--- config.mk ---
export PLATFORM = sky130hd
export DESIGN_NAME = apa_cell
export DESIGN_NICKNAME = d
export VERILOG_FILES = /design/src/rtl/core/apa_pkg.sv /design/src/rtl/core/apa_cell.sv
export SDC_FILE = /design/constraint.sdc
export NUM_CORES = 1
export LEC_CHECK = 0
export CAP_MARGIN = 25
export CORE_AREA = 3 3 400 402
export CTS_CLUSTER_SIZE = 30
export DETAILED_ROUTE_END_ITERATION = 10
export DIE_AREA = 0 0 403 405
export DONT_BUFFER_PORTS = 1
export GPL_TIMING_DRIVEN = 0
export PLACE_DENSITY = 0.35
export SETUP_SLACK_MARGIN = 0.02
export SYNTH_ARGS = -nofsm -noshare
export SYNTH_HDL_FRONTEND = slang
export SYNTH_SLANG_ARGS = --single-unit
--- constraint.sdc ---
create_clock -name clk -period 21.1 [get_ports clk]
set_input_delay 5.275 -clock clk [delete_from_list [all_inputs] [get_ports clk]]
set_output_delay 5.275 -clock clk [all_outputs]
set_load 0.01 [all_outputs]
--- src/rtl/core/apa_pkg.sv ---
package apa_pkg;

  localparam int PHASE_BITS     = 32;
  localparam int FREQ_FRAC_BITS = 8;
  localparam int WORD_W         = 32;
  localparam int ELAPSED_W      = 31;
  localparam int PROD_W         = WORD_W + ELAPSED_W;
  localparam int DEN_W          = WORD_W + FREQ_FRAC_BITS;
  localparam int NUM_W          = PROD_W + PHASE_BITS;
  localparam int DIV_STEPS      = NUM_W;

  // Configuration register indexes.
  typedef enum logic [7:0] {
    CFG_SAMPLE_RATE = 8'd0,
    CFG_CORE_CLOCK  = 8'd1,
    CFG_CAL_PHASE   = 8'd2,
    CFG_MAX_UNC     = 8'd3
  } cfg_reg_t;

  // One restoring divider lane: remainder, numerator bits still to shift in,
  // divisor and the low quotient bits.
  typedef struct packed {
    logic [DEN_W-1:0]      rem;
    logic [NUM_W-1:0]      num;
    logic [DEN_W-1:0]      den;
    logic [PHASE_BITS-1:0] q;
  } lane_t;

  // Word carried along the divider chain.
  typedef struct packed {
    logic                  chk;
    logic [ELAPSED_W-1:0]  elapsed;
    logic [PHASE_BITS-1:0] goertzel;
    logic [PHASE_BITS-1:0] dds;
    lane_t                 l1;
    lane_t                 l2;
  } tok_t;

  // One quotient bit of restoring division.
  function automatic lane_t div_step(lane_t l);
    logic [DEN_W:0] t;
    lane_t          r;
    r     = l;
    t     = {l.rem, l.num[NUM_W-1]};
    r.num = {l.num[NUM_W-2:0], 1'b0};
    if (t >= {1'b0, l.den}) begin
      r.rem = DEN_W'(t - {1'b0, l.den});
      r.q   = {l.q[PHASE_BITS-2:0], 1'b1};
    end else begin
      r.rem = t[DEN_W-1:0];
      r.q   = {l.q[PHASE_BITS-2:0], 1'b0};
    end
    return r;
  endfunction

endpackage

--- src/rtl/core/apa_cell.sv ---
// One divider cell: takes one quotient bit in both lanes and passes the word on.
module apa_cell (
  input  logic          clk,
  input  logic          rst_n,
  input  logic          up_valid,
  input  apa_pkg::tok_t up_tok,
  output logic          up_ready,
  output logic          dn_valid,
  output apa_pkg::tok_t dn_tok,
  input  logic          dn_ready
);

  logic          valid_r;
  apa_pkg::tok_t tok_r;
  apa_pkg::tok_t tok_nxt;

  // The cell moves when empty or when its neighbor takes its word.
  assign up_ready = !valid_r || dn_ready;

  always_comb begin
    tok_nxt    = up_tok;
    tok_nxt.l1 = apa_pkg::div_step(up_tok.l1);
    tok_nxt.l2 = apa_pkg::div_step(up_tok.l2);
  end

  always_ff @(posedge clk) begin
    if (!rst_n) begin
      valid_r <= 1'b0;
    end else if (up_ready) begin
      valid_r <= up_valid;
    end
  end

  always_ff @(posedge clk) begin
    if (up_ready && up_valid) begin
      tok_r <= tok_nxt;
    end
  end

  assign dn_valid = valid_r;
  assign dn_tok   = tok_r;

endmodule

# Word level (Yosys, flattened, before mapping)
# Cells that the tools add are included.
# op_classes
reduce_logical	3
n_addsub	2
n_mux	4
order_cmp	2
# op_table
op	count
>= comparator 41 x 40 -> 1 bit	2
2-to-1 mux 40 bit	2
subtractor 40 bit	2
2-to-1 mux 1 bit	2
logical AND 1 bit	1
logical NOT 1 bit	1
logical OR 1 bit	1
# totals
reg_bits	509
in_bits	514

# Depth between registers and ports, before layout
# Gate-level depths: netlist of the first run.
# logic_depth
depth_word	3
mapped_depth	15
depth_no_buf	13

# Worst setup path after synthesis of the first run
# OpenSTA, ideal clock, no wires.
# synth_timing
kind	input to register
startpoint	input dn_ready
endpoint	register tok_r, in the netlist dn_tok[0] (enable)
t_required_ns	20.159
cell_stages	2
path_slack_ns	3.180
arrival_time_ns	16.979
setup_time_ns	0.941
cell_sequence	nand2b_1 and2_1
# synth_between
elab_chain_cells	2
# synth_rtl
item	line_no	text
start: declaration	apa_cell.sv:10	input logic dn_ready
logical OR 1 bit	apa_cell.sv:18	assign up_ready = !valid_r || dn_ready;
logical AND 1 bit	apa_cell.sv:35	if (up_ready && up_valid) begin
end signal: assignment	apa_cell.sv:36	tok_r <= tok_nxt;
end: declaration	apa_cell.sv:14	apa_pkg::tok_t tok_r;
# No other way between the ends.
# A chain may end at the register's enable or synchronous reset.

# Worst setup path in the final report of the first run
# layout_timing
startpoint	input dn_ready
endpoint	output up_ready
# layout_between
elab_chain_cells	1
# layout_rtl
item	line_no	text
logical OR 1 bit	apa_cell.sv:18	
end: declaration	apa_cell.sv:7	output logic up_ready,
# No other way between the ends.

==> reports/metrics.json, run 1 <==
{
  "result_of_the_run": "complete, no violations",
  "postLayoutCellArea_um2": 26100,
  "rrSetupSlack_ns": 18.23,
  "drt-wirelength-per-cell_um": 26.8,
  "cts_tree": "yes",
  "synth_area_um2": 21100,
  "static-leakage-power_nw": 9.01,
  "postRouteWirelength_um": 95700,
  "cells_traversed_along_the_worst_timing_path": "nand2b_1",
  "grt_use_total_pct": 11.1,
  "routabilityCongestion": 0.798,
  "synthDominantCellAreaShare_pct": 72.4,
  "cellPowerDensity_nw_per_um2": 103,
  "synth-warning-count": 0,
  "worst_setup_path_start_kind": "input port",
  "grt_pass1_wl_um": 122000,
  "fp-row-count": 145,
  "total_length_of_routed_met3_wires_um": 12200,
  "cp_num_buf_inv": 0,
  "setup.worst_path.end": "up_ready",
  "final_antenna_net_count": 0,
  "synthesis.instances": 1356,
  "max_slew.worst_pin.slew_ns": 0.827,
  "hpwl_um": 80100,
  "final-max-slew-violation-count": 0,
  "dominant_cell_by_count_in_the_synthesized_netlist": "sky130_fd_sc_hd__edfxtp_1",
  "route.top_layer_used": "met5",
  "die_h_um": 405,
  "post_cts.resized_instances": 0,
  "worstSkewPairLatency_ns": 0.66,
  "detailed_place.area_um2": 23900,
  "grt_antenna_before_repair": 85,
  "cts-root-buf": "sky130_fd_sc_hd__clkbuf_16",
  "buffer_ports.inserted": 0,
  "critical_path_required_ns": 15.83,
  "cts-htree-levels": 3,
  "final_net_count": 2028,
  "mean_syn_cell_area_um2": 15.5,
  "dieWidth_um": 403,
  "tritoncts.num_buffers": 66,
  "synth_cell_types": 68,
  "synth_flop_cell": "sky130_fd_sc_hd__edfxtp_1",
  "synth_seq_area_share_pct": 72.5,
  "regToRegEndpoint": "dn_tok[507]",
  "crit_slowest_cell": "sky130_fd_sc_hd__nand2b_1",
  "crit_path_max_incr_delay_ns": 0.20,
  "io_pins": 1026,
  "grt_start_max_net_pins": 78,
  "global_route.overflow_total": 0,
  "crit_arrival_ns": 5.47,
  "netlist_top_cells_count": "sky130_fd_sc_hd__edfxtp_1 (508), sky130_fd_sc_hd__a21oi_1 (117), sky130_fd_sc_hd__inv_1 (109)",
  "post-route-drc-count": 0,
  "max_slew_margin_pct": 44.8,
  "areaGrowthSynthToFinish_pct": 23.8,
  "critPathKind": "in -> out",
  "clk_pin_slew_worst_paths_ns": 0.05,
  "ys_seq_elements": 509,
  "cts_hold_repair.buffers": 0,
  "setup_repair_after_global_routing_missed_its_margin": "no",
  "cp-end-kind": "output port",
  "grt_pass1_vias": 12500,
  "route.met2.wl_um": 49500,
  "drt_first_iter_violations": 952,
  "finalSetupViolCount": 0,
  "detailedRoute.firstPassIterationCount": 5,
  "timing.hold.ws_ns": 0.677,
  "vias": 12300,
  "finalHoldViolCount": 0,
  "post_cts_setup_buffer_count": 0,
  "crit_reg_reg_startpoint": "dn_valid",
  "vias_per_cell": 3.43,
  "initial_core_util_pct": 13.5,
  "synth_edf_count": 508,
  "cpLargestDelayFamily": "simple AND/OR/NAND/NOR gates",
  "synth-async-reset-ratio_pct": 0,
  "dieArea_um2": 163000,
  "crit_start": "dn_ready",
  "yosys.area.top_type": "sky130_fd_sc_hd__edfxtp_1",
  "min_period_ns": 10.75,
  "skew_ns": 0.0332,
  "tightest_hold_check_type": "reg -> reg",
  "cp_max_fo": 3,
  "fmax_ghz": 0.0930,
  "m1WireLength_um": 31200,
  "maximum_ir_drop_on_the_vdd_rail_mv": 0.0492,
  "cts.sink_count": 509,
  "final.period_utilization_pct": 50.9,
  "worst_r2r_path_depth": 5,
  "cap_viol_max_count": 0,
  "fillerInstances": 17100,
  "path_depth": 1,
  "core-area_um2": 156000,
  "drive_gt1_share_pct": 12.6,
  "cts.path.max_buffers": 3,
  "synth.top_cells.by_area": "sky130_fd_sc_hd__edfxtp_1 (72%), sky130_fd_sc_hd__ha_1 (4.7%), sky130_fd_sc_hd__a21oi_1 (2.8%)"
}
## metrics by stage
step                      power, mW  std cells  worst slack (ns)  utilization (%)  setup TNS (ns)
after floorplan                1.49       1357              3.18                -               0
after global placement         1.62       3415             -1.89             15.1         -893.15
after detailed placement       1.58       3422             10.35             15.3               0
after CTS                      2.75       3539             10.35             16.6               0
after global routing           2.81       3549             10.34             16.6               0
final                          2.68       3575             10.35             16.7               0
## cell usage in the layout, fill, tap and decap left out, types with 10 or more instances in the layout
master and instances:
sky130_fd_sc_hd__a21oi_1 117, sky130_fd_sc_hd__a21o_1 34, sky130_fd_sc_hd__nand3_1 19, sky130_fd_sc_hd__clkbuf_1 34, sky130_fd_sc_hd__diode_2 36, sky130_fd_sc_hd__clkbuf_16 66
sky130_fd_sc_hd__nor2b_1 10, sky130_fd_sc_hd__ha_1 80, sky130_fd_sc_hd__xnor2_1 46, sky130_fd_sc_hd__nand2_1 49, sky130_fd_sc_hd__edfxtp_1 508, sky130_fd_sc_hd__o21a_1 12
sky130_fd_sc_hd__o21bai_1 17, sky130_fd_sc_hd__inv_1 109, sky130_fd_sc_hd__nand4_1 20, sky130_fd_sc_hd__xor2_1 23, sky130_fd_sc_hd__mux2_2 12, sky130_fd_sc_hd__o21ai_0 42
sky130_fd_sc_hd__mux2_4 34, sky130_fd_sc_hd__nor2_1 69
## how the worst min path moves through the flow
| stage | end | cells after the start | from | slack (ns) |
|---|---|---|---|---|
| global placement | dn_valid | 2 | dn_valid | 0.67 |
| detailed placement | dn_valid | 2 | dn_valid | 0.67 |
| floorplan | dn_valid | 2 | dn_valid | 0.61 |
| finish | dn_valid | 2 | dn_valid | 0.68 |
| global route | dn_valid | 2 | dn_valid | 0.73 |
| CTS | dn_valid | 2 | dn_valid | 0.68 |
## routing by layer
metal / global-route usage [%] / up-vias
li1: - / 5322
met1: 10.8 / 5923
met2: 19.9 / 811
met3: 5.97 / 193
met4: 4.18 / 22
met5: 0 / -
## state kept, by name (all words and copies together), names as in the netlist
signal / cells
dn_tok: 508
dn_valid: 1
## worst register-to-register path, cell delays in order, from the launching register on
cell	delay (ns)
sky130_fd_sc_hd__dfxtp_1	0.34
sky130_fd_sc_hd__nand2b_1	0.18
sky130_fd_sc_hd__and2_4	0.73
sky130_fd_sc_hd__buf_16	0.37
sky130_fd_sc_hd__buf_16	0.39
sky130_fd_sc_hd__buf_16	0.47
## final cells by class
class | count | area [um2] | share of cell area (%)
clock buffers | 75 | 1690 | 6.46
plain buffers | 38 | 191 | 0.734
repair buffers | 7 | 193 | 0.738
flip-flops and latches | 509 | 15300 | 58.5
clock inverters | 42 | 462 | 1.77
inverters | 109 | 409 | 1.57
multi-input cells | 701 | 5210 | 20.0
diodes | 36 | 90.1 | 0.345
well taps | 2058 | 2570 | 9.87
## kinds of logic (layout without fill, tap and decap cells)
kind of cell,Yosys count,in the layout,synth area share (%)
AO/OA/AOI/OAI,283,283,8.70
XOR/XNOR,69,69,2.87
flip-flops,509,509,72.5
adder cells (fa/ha/maj),82,82,4.94
multiplexers,51,51,3.30
AND/OR/NAND/NOR,214,214,4.87
other,1,38,0.0178
buffers and inverters,147,271,2.85
## power by group
part	total, mW	switching (mW)	leakage (nW)	internal [mW]
logic	0.260	0.159	3.05	0.101
clock network	1.12	0.471	1.04	0.648
registers	1.30	0.0870	4.92	1.21
Note: power is estimated with default switching activity, not from simulation.
==> run 2, diff against run 1 <==
==> constraint.sdc (replaced) <==
create_clock -name clk -period 11 [get_ports clk]
set_input_delay 2.75 -clock clk [delete_from_list [all_inputs] [get_ports clk]]
set_output_delay 2.75 -clock clk [all_outputs]
set_load 0.01 [all_outputs]
==> run 2 against run 1 <==
  * Critical path type is now in -> reg
  * Register-to-register slack got worse by 10 ns
  * Largest cell class unchanged
  * Die area unchanged
  * Non-clock buffer count rose by 1
  * Final cell count shrank 0.50%
  * Largest power group unchanged
  * Clock-buffer cell count decreased by 9
==> reports/metrics.json, run 2 (same netlist as run 1, synthesis figures left out) <==
{
  "routabilityCongestion": {"value": 0.816, "change": "+2.3%"},
  "cts_tree": "yes",
  "grt_antenna_before_repair": {"value": 84, "change": "-1.2%"},
  "drive_gt1_share": {"value": 12.7, "unit": "%", "change": "+0.15 points"},
  "regToRegEndpoint": "dn_tok[210]",
  "min_period_ns": 5.99,
  "crit_reg_reg_startpoint": "dn_valid",
  "largest_register_ff_count": {"value": 508, "change": "unchanged"},
  "final_net_count": {"value": 2024, "change": "-0.20%"},
  "cts.sink_count": {"value": 509, "change": "unchanged"},
  "p_int": {"value": 3.66, "unit": "mW", "change": "+87%"},
  "pwr-share-comb": {"value": 10.2, "unit": "%", "change": "+0.5 points"},
  "die_h": {"value": 405, "unit": "um", "change": "unchanged"},
  "tightest_hold_check_type": "reg -> reg",
  "cts.path.max_buffers": {"value": 3, "change": "unchanged"},
  "dieArea": {"value": 163000, "unit": "um2", "change": "unchanged"},
  "critical_path_required": {"value": 11.39, "unit": "ns", "change": "-4.44 ns"},
  "worstHoldEndpoint": "dn_valid",
  "rrSetupSlack": {"value": 8.27, "unit": "ns", "change": "-9.96 ns"},
  "max_slew_margin": {"value": 44.8, "unit": "%", "change": "about the same"},
  "crit_arrival": {"value": 6.38, "unit": "ns", "change": "+0.91 ns"},
  "areaGrowthSynthToFinish_pct": 23.1,
  "postRouteWirelength": {"value": 97000, "unit": "um", "change": "+1.4%"},
  "cts-root-buf": "sky130_fd_sc_hd__clkbuf_16",
  "switching_share": {"value": 27.2, "unit": "%", "change": "+0.42 points"},
  "layout.cells.most_common_list": "sky130_fd_sc_hd__edfxtp_1 (508), sky130_fd_sc_hd__a21oi_1 (117), sky130_fd_sc_hd__inv_1 (109), sky130_fd_sc_hd__ha_1 (80), sky130_fd_sc_hd__nor2_1 (69)",
  "maximum_ir_drop_on_the_vdd_rail": {"value": 0.100, "unit": "mV", "change": "+100%"},
  "cp_max_fo": {"value": 3, "change": "unchanged"},
  "final_util": {"value": 16.6, "unit": "%", "change": "-0.091 points"},
  "static-leakage-power": {"value": 8.94, "unit": "nW", "change": "-0.69%"},
  "post_cts.resized_instances": {"value": 0, "change": "unchanged"},
  "hpwl": {"value": 81400, "unit": "um", "change": "+1.7%"},
  "drt_first_iter_violations": {"value": 1086, "change": "+14%"},
  "cellPowerDensity": {"value": 194, "unit": "nW/um2", "change": "+89%"},
  "skew": {"value": 0.0287, "unit": "ns", "change": "-0.00454 ns"},
  "grt_use_total": {"value": 11.2, "unit": "%", "change": "+0.068 points"},
  "finalSetupViolCount": {"value": 0, "change": "unchanged"},
  "result_of_the_run": "complete, no violations",
  "vias_per_cell": {"value": 3.47, "change": "+1.1%"},
  "max_slew.worst_pin.slew": {"value": 0.819, "unit": "ns", "change": "-0.00839 ns"},
  "final.period_utilization_pct": 54.5,
  "clk_pin_slew_worst_paths": {"value": 0.06, "unit": "ns", "change": "about the same"},
  "fp-row-count": {"value": 145, "change": "unchanged"},
  "global_route.overflow_total": {"value": 0, "change": "unchanged"},
  "core-area": {"value": 156000, "unit": "um2", "change": "unchanged"},
  "crit_start": "up_tok[166]",
  "post-route-drc-count": {"value": 0, "change": "unchanged"},
  "post_cts_setup_buffer_count": {"value": 0, "change": "unchanged"},
  "grt_start_max_net_pins": {"value": 80, "change": "+2.6%"},
  "cap_viol_max_count": {"value": 0, "change": "unchanged"},
  "final-max-slew-violation-count": {"value": 0, "change": "unchanged"},
  "grt_pass1_wl": {"value": 124000, "unit": "um", "change": "+1.5%"},
  "vias": {"value": 12300, "change": "+0.59%"},
  "tritoncts.num_buffers": {"value": 61, "change": "-7.6%"},
  "setup_repair_after_global_routing_missed_its_margin": "no",
  "detailedRoute.firstPassIterationCount": {"value": 5, "change": "unchanged"},
  "critPathKind": "in -> reg",
  "dieWidth": {"value": 403, "unit": "um", "change": "unchanged"},
  "final_common_cell": "sky130_fd_sc_hd__edfxtp_1",
  "hold_path_startpoint": "dn_valid",
  "cp-end-kind": "register",
  "grt_pass1_vias": {"value": 12500, "change": "+0.38%"},
  "worstSkewPairLatency": {"value": 0.67, "unit": "ns", "change": "about the same"},
  "initial_core_util": {"value": 13.5, "unit": "%", "change": "unchanged"},
  "worst_r2r_path_depth": {"value": 6, "change": "+1"},
  "cts_hold_repair.buffers": {"value": 0, "change": "unchanged"},
  "finalHoldViolCount": {"value": 0, "change": "unchanged"},
  "worst_setup_path_start_kind": "input port",
  "finalPower": {"value": 5.03, "unit": "mW", "change": "+88%"},
  "net-switching-power": {"value": 1.37, "unit": "mW", "change": "+91%"},
  "cts-htree-levels": {"value": 2, "change": "-1"},
  "buffer_ports.inserted": {"value": 0, "change": "unchanged"},
  "power.clock.fraction": {"value": 40.5, "unit": "%", "change": "-1.3 points"},
  "final_antenna_net_count": {"value": 0, "change": "unchanged"},
  "drt-wirelength-per-cell": {"value": 27.3, "unit": "um", "change": "+1.9%"},
  "fillerInstances": {"value": 17200, "change": "+0.68%"},
  "io_pins": {"value": 1026, "change": "unchanged"},
  "pwr-share-seq": {"value": 49.3, "unit": "%", "change": "+0.8 points"},
  "timing.hold.worst_path_depth": {"value": 2, "change": "unchanged"},
  "fmax_ghz": 0.167
}
-- run 2: cell types whose count changed in the layout (fill, tap and decap cells not counted), moves of 2 or more --
| cell | delta |
|---|---|
| sky130_fd_sc_hd__inv_16 | -2 |
| sky130_fd_sc_hd__clkbuf_1 | -4 |
| sky130_fd_sc_hd__clkinv_8 | -2 |
| sky130_fd_sc_hd__clkinv_2 | +5 |
| sky130_fd_sc_hd__clkinvlp_4 | +6 |
| sky130_fd_sc_hd__clkbuf_16 | -5 |
| sky130_fd_sc_hd__clkinv_4 | -3 |
| sky130_fd_sc_hd__inv_8 | +3 |
| sky130_fd_sc_hd__diode_2 | -16 |
| sky130_fd_sc_hd__inv_6 | -2 |
-- run 2: cell type report --
type | count | area [um2] | area share [%]
Buffer | 38 | 191 | 0.738
Sequential cell | 509 | 15300 | 58.9
Clock buffer | 66 | 1550 | 5.95
Antenna cell | 20 | 50.0 | 0.193
Tap cell | 2058 | 2570 | 9.92
Multi-Input combinational cell | 701 | 5210 | 20.1
Timing Repair Buffer | 8 | 213 | 0.820
Inverter | 109 | 409 | 1.58
Clock inverter | 48 | 479 | 1.85
-- run 2: worst max path at each step --
| stage | to | slack, ns | cells past startpoint |
|---|---|---|---|
| after global routing | dn_tok[402] | 4.78 | 13 |
| after CTS | dn_tok[402] | 4.93 | 13 |
| after global placement | dn_tok[16] | -1.33 | 2 |
| after detailed placement | dn_tok[402] | 4.18 | 13 |
| final | dn_tok[205] | 5.01 | 13 |
| after floorplan | dn_tok[0] | 1.39 | 2 |
-- run 2: per-stage QoR --
step	instance area [um2]	setup TNS [ns]	instances	worst slack, ns	hold WS [ns]
6_report	25900	0	3557	5.01	0.671
5_1_grt	25900	0	3543	4.78	0.729
4_1_cts	25900	0	3537	4.93	0.688
3_5_place_dp	23900	0	3423	4.18	0.679
3_3_place_gp	23700	-623.06	3415	-1.33	0.666
2_1_floorplan	21100	0	1357	1.39	0.609
-- run 2: metal layers --
metal  vias to the layer above  wire [um]  global-route usage, %
met1                      6032      33100                   11.4
met5                         -         43                      0
met2                       827      51200                   20.8
met3                       192      10100                   4.75
li1                       5287          -                      -
met4                         6       2590                   3.22
-- run 2: power by group through the flow --
stage | logic (mW) | clock network [mW] | registers [mW]
3_5_place_dp | 0.517 | 0 | 2.53
3_3_place_gp | 0.504 | 0 | 2.58
5_1_grt | 0.564 | 2.23 | 2.50
4_1_cts | 0.523 | 2.15 | 2.50
2_1_floorplan | 0.353 | 0 | 2.48
6_report | 0.512 | 2.04 | 2.48
-- run 2: worst max-delay path: stages --
cell and delay, ns:
sky130_fd_sc_hd__inv_1 0.03, sky130_fd_sc_hd__ha_1 0.24, sky130_fd_sc_hd__fa_1 0.43, sky130_fd_sc_hd__nor2b_1 0.12, sky130_fd_sc_hd__o21ai_0 0.12, sky130_fd_sc_hd__a21oi_1 0.41, sky130_fd_sc_hd__o221ai_1 0.25, sky130_fd_sc_hd__o21ai_0 0.55
sky130_fd_sc_hd__a21oi_1 0.27, sky130_fd_sc_hd__o21ai_0 0.50, sky130_fd_sc_hd__a31oi_1 0.22, sky130_fd_sc_hd__xnor2_1 0.18, sky130_fd_sc_hd__mux2_4 0.31
==> run 3, diff against run 2 <==
==> constraint.sdc (replaced) <==
create_clock -name clk -period 6.1 [get_ports clk]
set_input_delay 1.525 -clock clk [delete_from_list [all_inputs] [get_ports clk]]
set_output_delay 1.525 -clock clk [all_outputs]
set_load 0.01 [all_outputs]
==> run 3 against run 2 <==
  * Clock power rose by 92%
  * Die area did not move
  * Core utilization rose by 0.078 points
  * Critical endpoint is now dn_tok[404]
  * Highest routed layer is now met4
==> reports/metrics.json, run 3 (same netlist as run 1, synthesis figures left out) <==
{
  "layout.cells.most_common_list": "sky130_fd_sc_hd__edfxtp_1 (508), sky130_fd_sc_hd__a21oi_1 (117), sky130_fd_sc_hd__inv_1 (109), sky130_fd_sc_hd__ha_1 (80), sky130_fd_sc_hd__nor2_1 (69)",
  "finalSetupViolCount": {"value": 0, "change": "unchanged"},
  "fillerInstances": {"value": 17100, "change": "-0.71%"},
  "routabilityCongestion": {"value": 0.790, "change": "-3.2%"},
  "final-max-slew-violation-count": {"value": 0, "change": "unchanged"},
  "cp-end-kind": "register",
  "met1_usage": {"value": 10.9, "unit": "%", "change": "-0.48 points"},
  "tritoncts.num_buffers": {"value": 60, "change": "-1.6%"},
  "max_slew_margin": {"value": 51.9, "unit": "%", "change": "+7.1 points"},
  "post-route-drc-count": {"value": 0, "change": "unchanged"},
  "vias_per_cell": {"value": 3.46, "change": "-0.16%"},
  "hpwl": {"value": 80500, "unit": "um", "change": "-1.1%"},
  "tightest_hold_check_type": "reg -> reg",
  "largest_register_ff_count": {"value": 508, "change": "unchanged"},
  "vias": {"value": 12300, "change": "-0.27%"},
  "final_cell_count_no_fill": {"value": 3553, "change": "-0.11%"},
  "cts-root-buf": "sky130_fd_sc_hd__clkbuf_16",
  "setup_repair_after_global_routing_missed_its_margin": "no",
  "global_route.overflow_total": {"value": 0, "change": "unchanged"},
  "final_antenna_net_count": {"value": 0, "change": "unchanged"},
  "critPathKind": "in -> reg",
  "critical_path_required": {"value": 6.49, "unit": "ns", "change": "-4.90 ns"},
  "fmax_ghz": 0.213,
  "cts_tree": "yes",
  "gr-usage-met3": {"value": 4.55, "unit": "%", "change": "-0.19 points"},
  "grt_antenna_before_repair": {"value": 70, "change": "-17%"},
  "fp-row-count": {"value": 145, "change": "unchanged"},
  "clk_pin_slew_worst_paths": {"value": 0.06, "unit": "ns", "change": "about the same"},
  "core-area": {"value": 156000, "unit": "um2", "change": "unchanged"},
  "dieArea": {"value": 163000, "unit": "um2", "change": "unchanged"},
  "cts.sink_count": {"value": 509, "change": "unchanged"},
  "grt_start_max_net_pins": {"value": 83, "change": "+3.8%"},
  "areaGrowthSynthToFinish_pct": 23.7,
  "io_pins": {"value": 1026, "change": "unchanged"},
  "result_of_the_run": "complete, no violations",
  "cts-htree-levels": {"value": 2, "change": "unchanged"},
  "drive_gt1_share": {"value": 12.7, "unit": "%", "change": "unchanged"},
  "drt-wirelength-per-cell": {"value": 26.9, "unit": "um", "change": "-1.3%"},
  "cellPowerDensity": {"value": 357, "unit": "nW/um2", "change": "+84%"},
  "initial_core_util": {"value": 13.5, "unit": "%", "change": "unchanged"},
  "timing.hold.ws": {"value": 0.677, "unit": "ns", "change": "+0.00640 ns"},
  "final_util": {"value": 16.7, "unit": "%", "change": "+0.078 points"},
  "static-leakage-power": {"value": 9.01, "unit": "nW", "change": "+0.77%"},
  "final.period_utilization_pct": 77.0,
  "dieWidth": {"value": 403, "unit": "um", "change": "unchanged"},
  "drt_first_iter_violations": {"value": 954, "change": "-12%"},
  "buffer_ports.inserted": {"value": 0, "change": "unchanged"},
  "worstSkewPairLatency": {"value": 0.67, "unit": "ns", "change": "about the same"},
  "grt_pass1_vias": {"value": 12700, "change": "+1.5%"},
  "grtUsageMet2": {"value": 20.7, "unit": "%", "change": "about the same"},
  "final_net_count": {"value": 2023, "change": "-0.049%"},
  "crit_arrival": {"value": 5.08, "unit": "ns", "change": "-1.30 ns"},
  "max_slew.worst_pin.slew": {"value": 0.716, "unit": "ns", "change": "-0.103 ns"},
  "detailedRoute.firstPassIterationCount": {"value": 5, "change": "unchanged"},
  "die_h": {"value": 405, "unit": "um", "change": "unchanged"},
  "worst_setup_path_start_kind": "input port",
  "grt_pass1_wl": {"value": 122000, "unit": "um", "change": "-1.5%"},
  "grt_use_total": {"value": 11.0, "unit": "%", "change": "-0.22 points"},
  "maximum_ir_drop_on_the_vdd_rail": {"value": 0.210, "unit": "mV", "change": "+110%"},
  "min_period_ns": 4.70,
  "cp_max_fo": {"value": 10, "change": "+7"},
  "cap_viol_max_count": {"value": 0, "change": "unchanged"},
  "post-place-cells": {"value": 3423, "change": "unchanged"},
  "skew": {"value": 0.0214, "unit": "ns", "change": "-0.00732 ns"},
  "post_cts.resized_instances": {"value": 0, "change": "unchanged"},
  "post_cts_setup_buffer_count": {"value": 0, "change": "unchanged"},
  "cts.path.max_buffers": {"value": 3, "change": "unchanged"},
  "global_route.peak_usage_layer": "met2",
  "finalHoldViolCount": {"value": 0, "change": "unchanged"},
  "cts_hold_repair.buffers": {"value": 0, "change": "unchanged"},
  "postRouteWirelength": {"value": 95700, "unit": "um", "change": "-1.4%"},
  "final_common_cell": "sky130_fd_sc_hd__edfxtp_1"
}
-- run 3: cell types whose count changed in the layout (fill, tap and decap cells not counted), sizes merged --
cell | previous run | this run
bufinv | 5 | 11
clkbuf | 91 | 93
clkinv | 25 | 18
clkinvlp | 9 | 6
diode | 20 | 16
inv | 118 | 120
-- run 3: path summary, 6_finish.rpt --
path	start	end	slack [ns]	depth (start not counted)
setup / recovery	up_tok[257]	dn_tok[404]	1.40	13
hold / removal	dn_valid	dn_valid	0.68	2
setup reg to reg	dn_valid	dn_tok[100]	3.61	5
hold reg to reg	dn_valid	dn_valid	0.68	2
-- run 3: report_power, final --
group	switching [mW]	leakage (nW)	internal (mW)	total (mW)
Combinational	0.556	3.06	0.352	0.908
Clock	1.61	1.03	2.31	3.91
Sequential	0.307	4.92	4.18	4.49
-- run 3: worst max-delay path, cell delays in order --
cell,delay [ns]
sky130_fd_sc_hd__inv_1,0.07
sky130_fd_sc_hd__ha_1,0.29
sky130_fd_sc_hd__clkbuf_1,0.34
sky130_fd_sc_hd__and4_1,0.26
sky130_fd_sc_hd__o21ai_0,0.22
sky130_fd_sc_hd__nor4_1,0.32
sky130_fd_sc_hd__o21ai_1,0.16
sky130_fd_sc_hd__a21oi_1,0.36
sky130_fd_sc_hd__o31ai_4,0.18
sky130_fd_sc_hd__o21ai_2,0.25
sky130_fd_sc_hd__clkbuf_1,0.54
sky130_fd_sc_hd__nor2_1,0.08
sky130_fd_sc_hd__a21oi_1,0.47
-- run 3: per-stage QoR --
step / TNS, ns / power [mW] / setup slack [ns] / instance area, um2
floorplan: 0 / 5.09 / 0.389 / 21100
global placement: -550.48 / 5.52 / -1.18 / 23700
detailed placement: 0 / 5.50 / 0.543 / 23900
CTS: 0 / 9.54 / 1.29 / 26000
global route: 0 / 9.75 / 1.15 / 26100
finish: 0 / 9.31 / 1.40 / 26100
-- run 3: area by class of cell --
cell class / count / area, um2 / area share [%]
Sequential cell: 509 / 15300 / 58.6
Multi-Input combinational cell: 701 / 5210 / 20.0
Tap cell: 2058 / 2570 / 9.88
Clock buffer: 68 / 1530 / 5.87
Clock inverter: 46 / 618 / 2.37
Inverter: 109 / 409 / 1.57
Timing Repair Buffer: 8 / 220 / 0.845
Buffer: 38 / 191 / 0.734
Antenna cell: 16 / 40.0 / 0.154
-- run 3: layer usage --
metal | up-vias | part of all wire (%)
met3 | 180 | 9.9
li1 | 5289 | -
met1 | 6022 | 34
met4 | 0 | 2.9
met5 | - | 0
met2 | 820 | 53
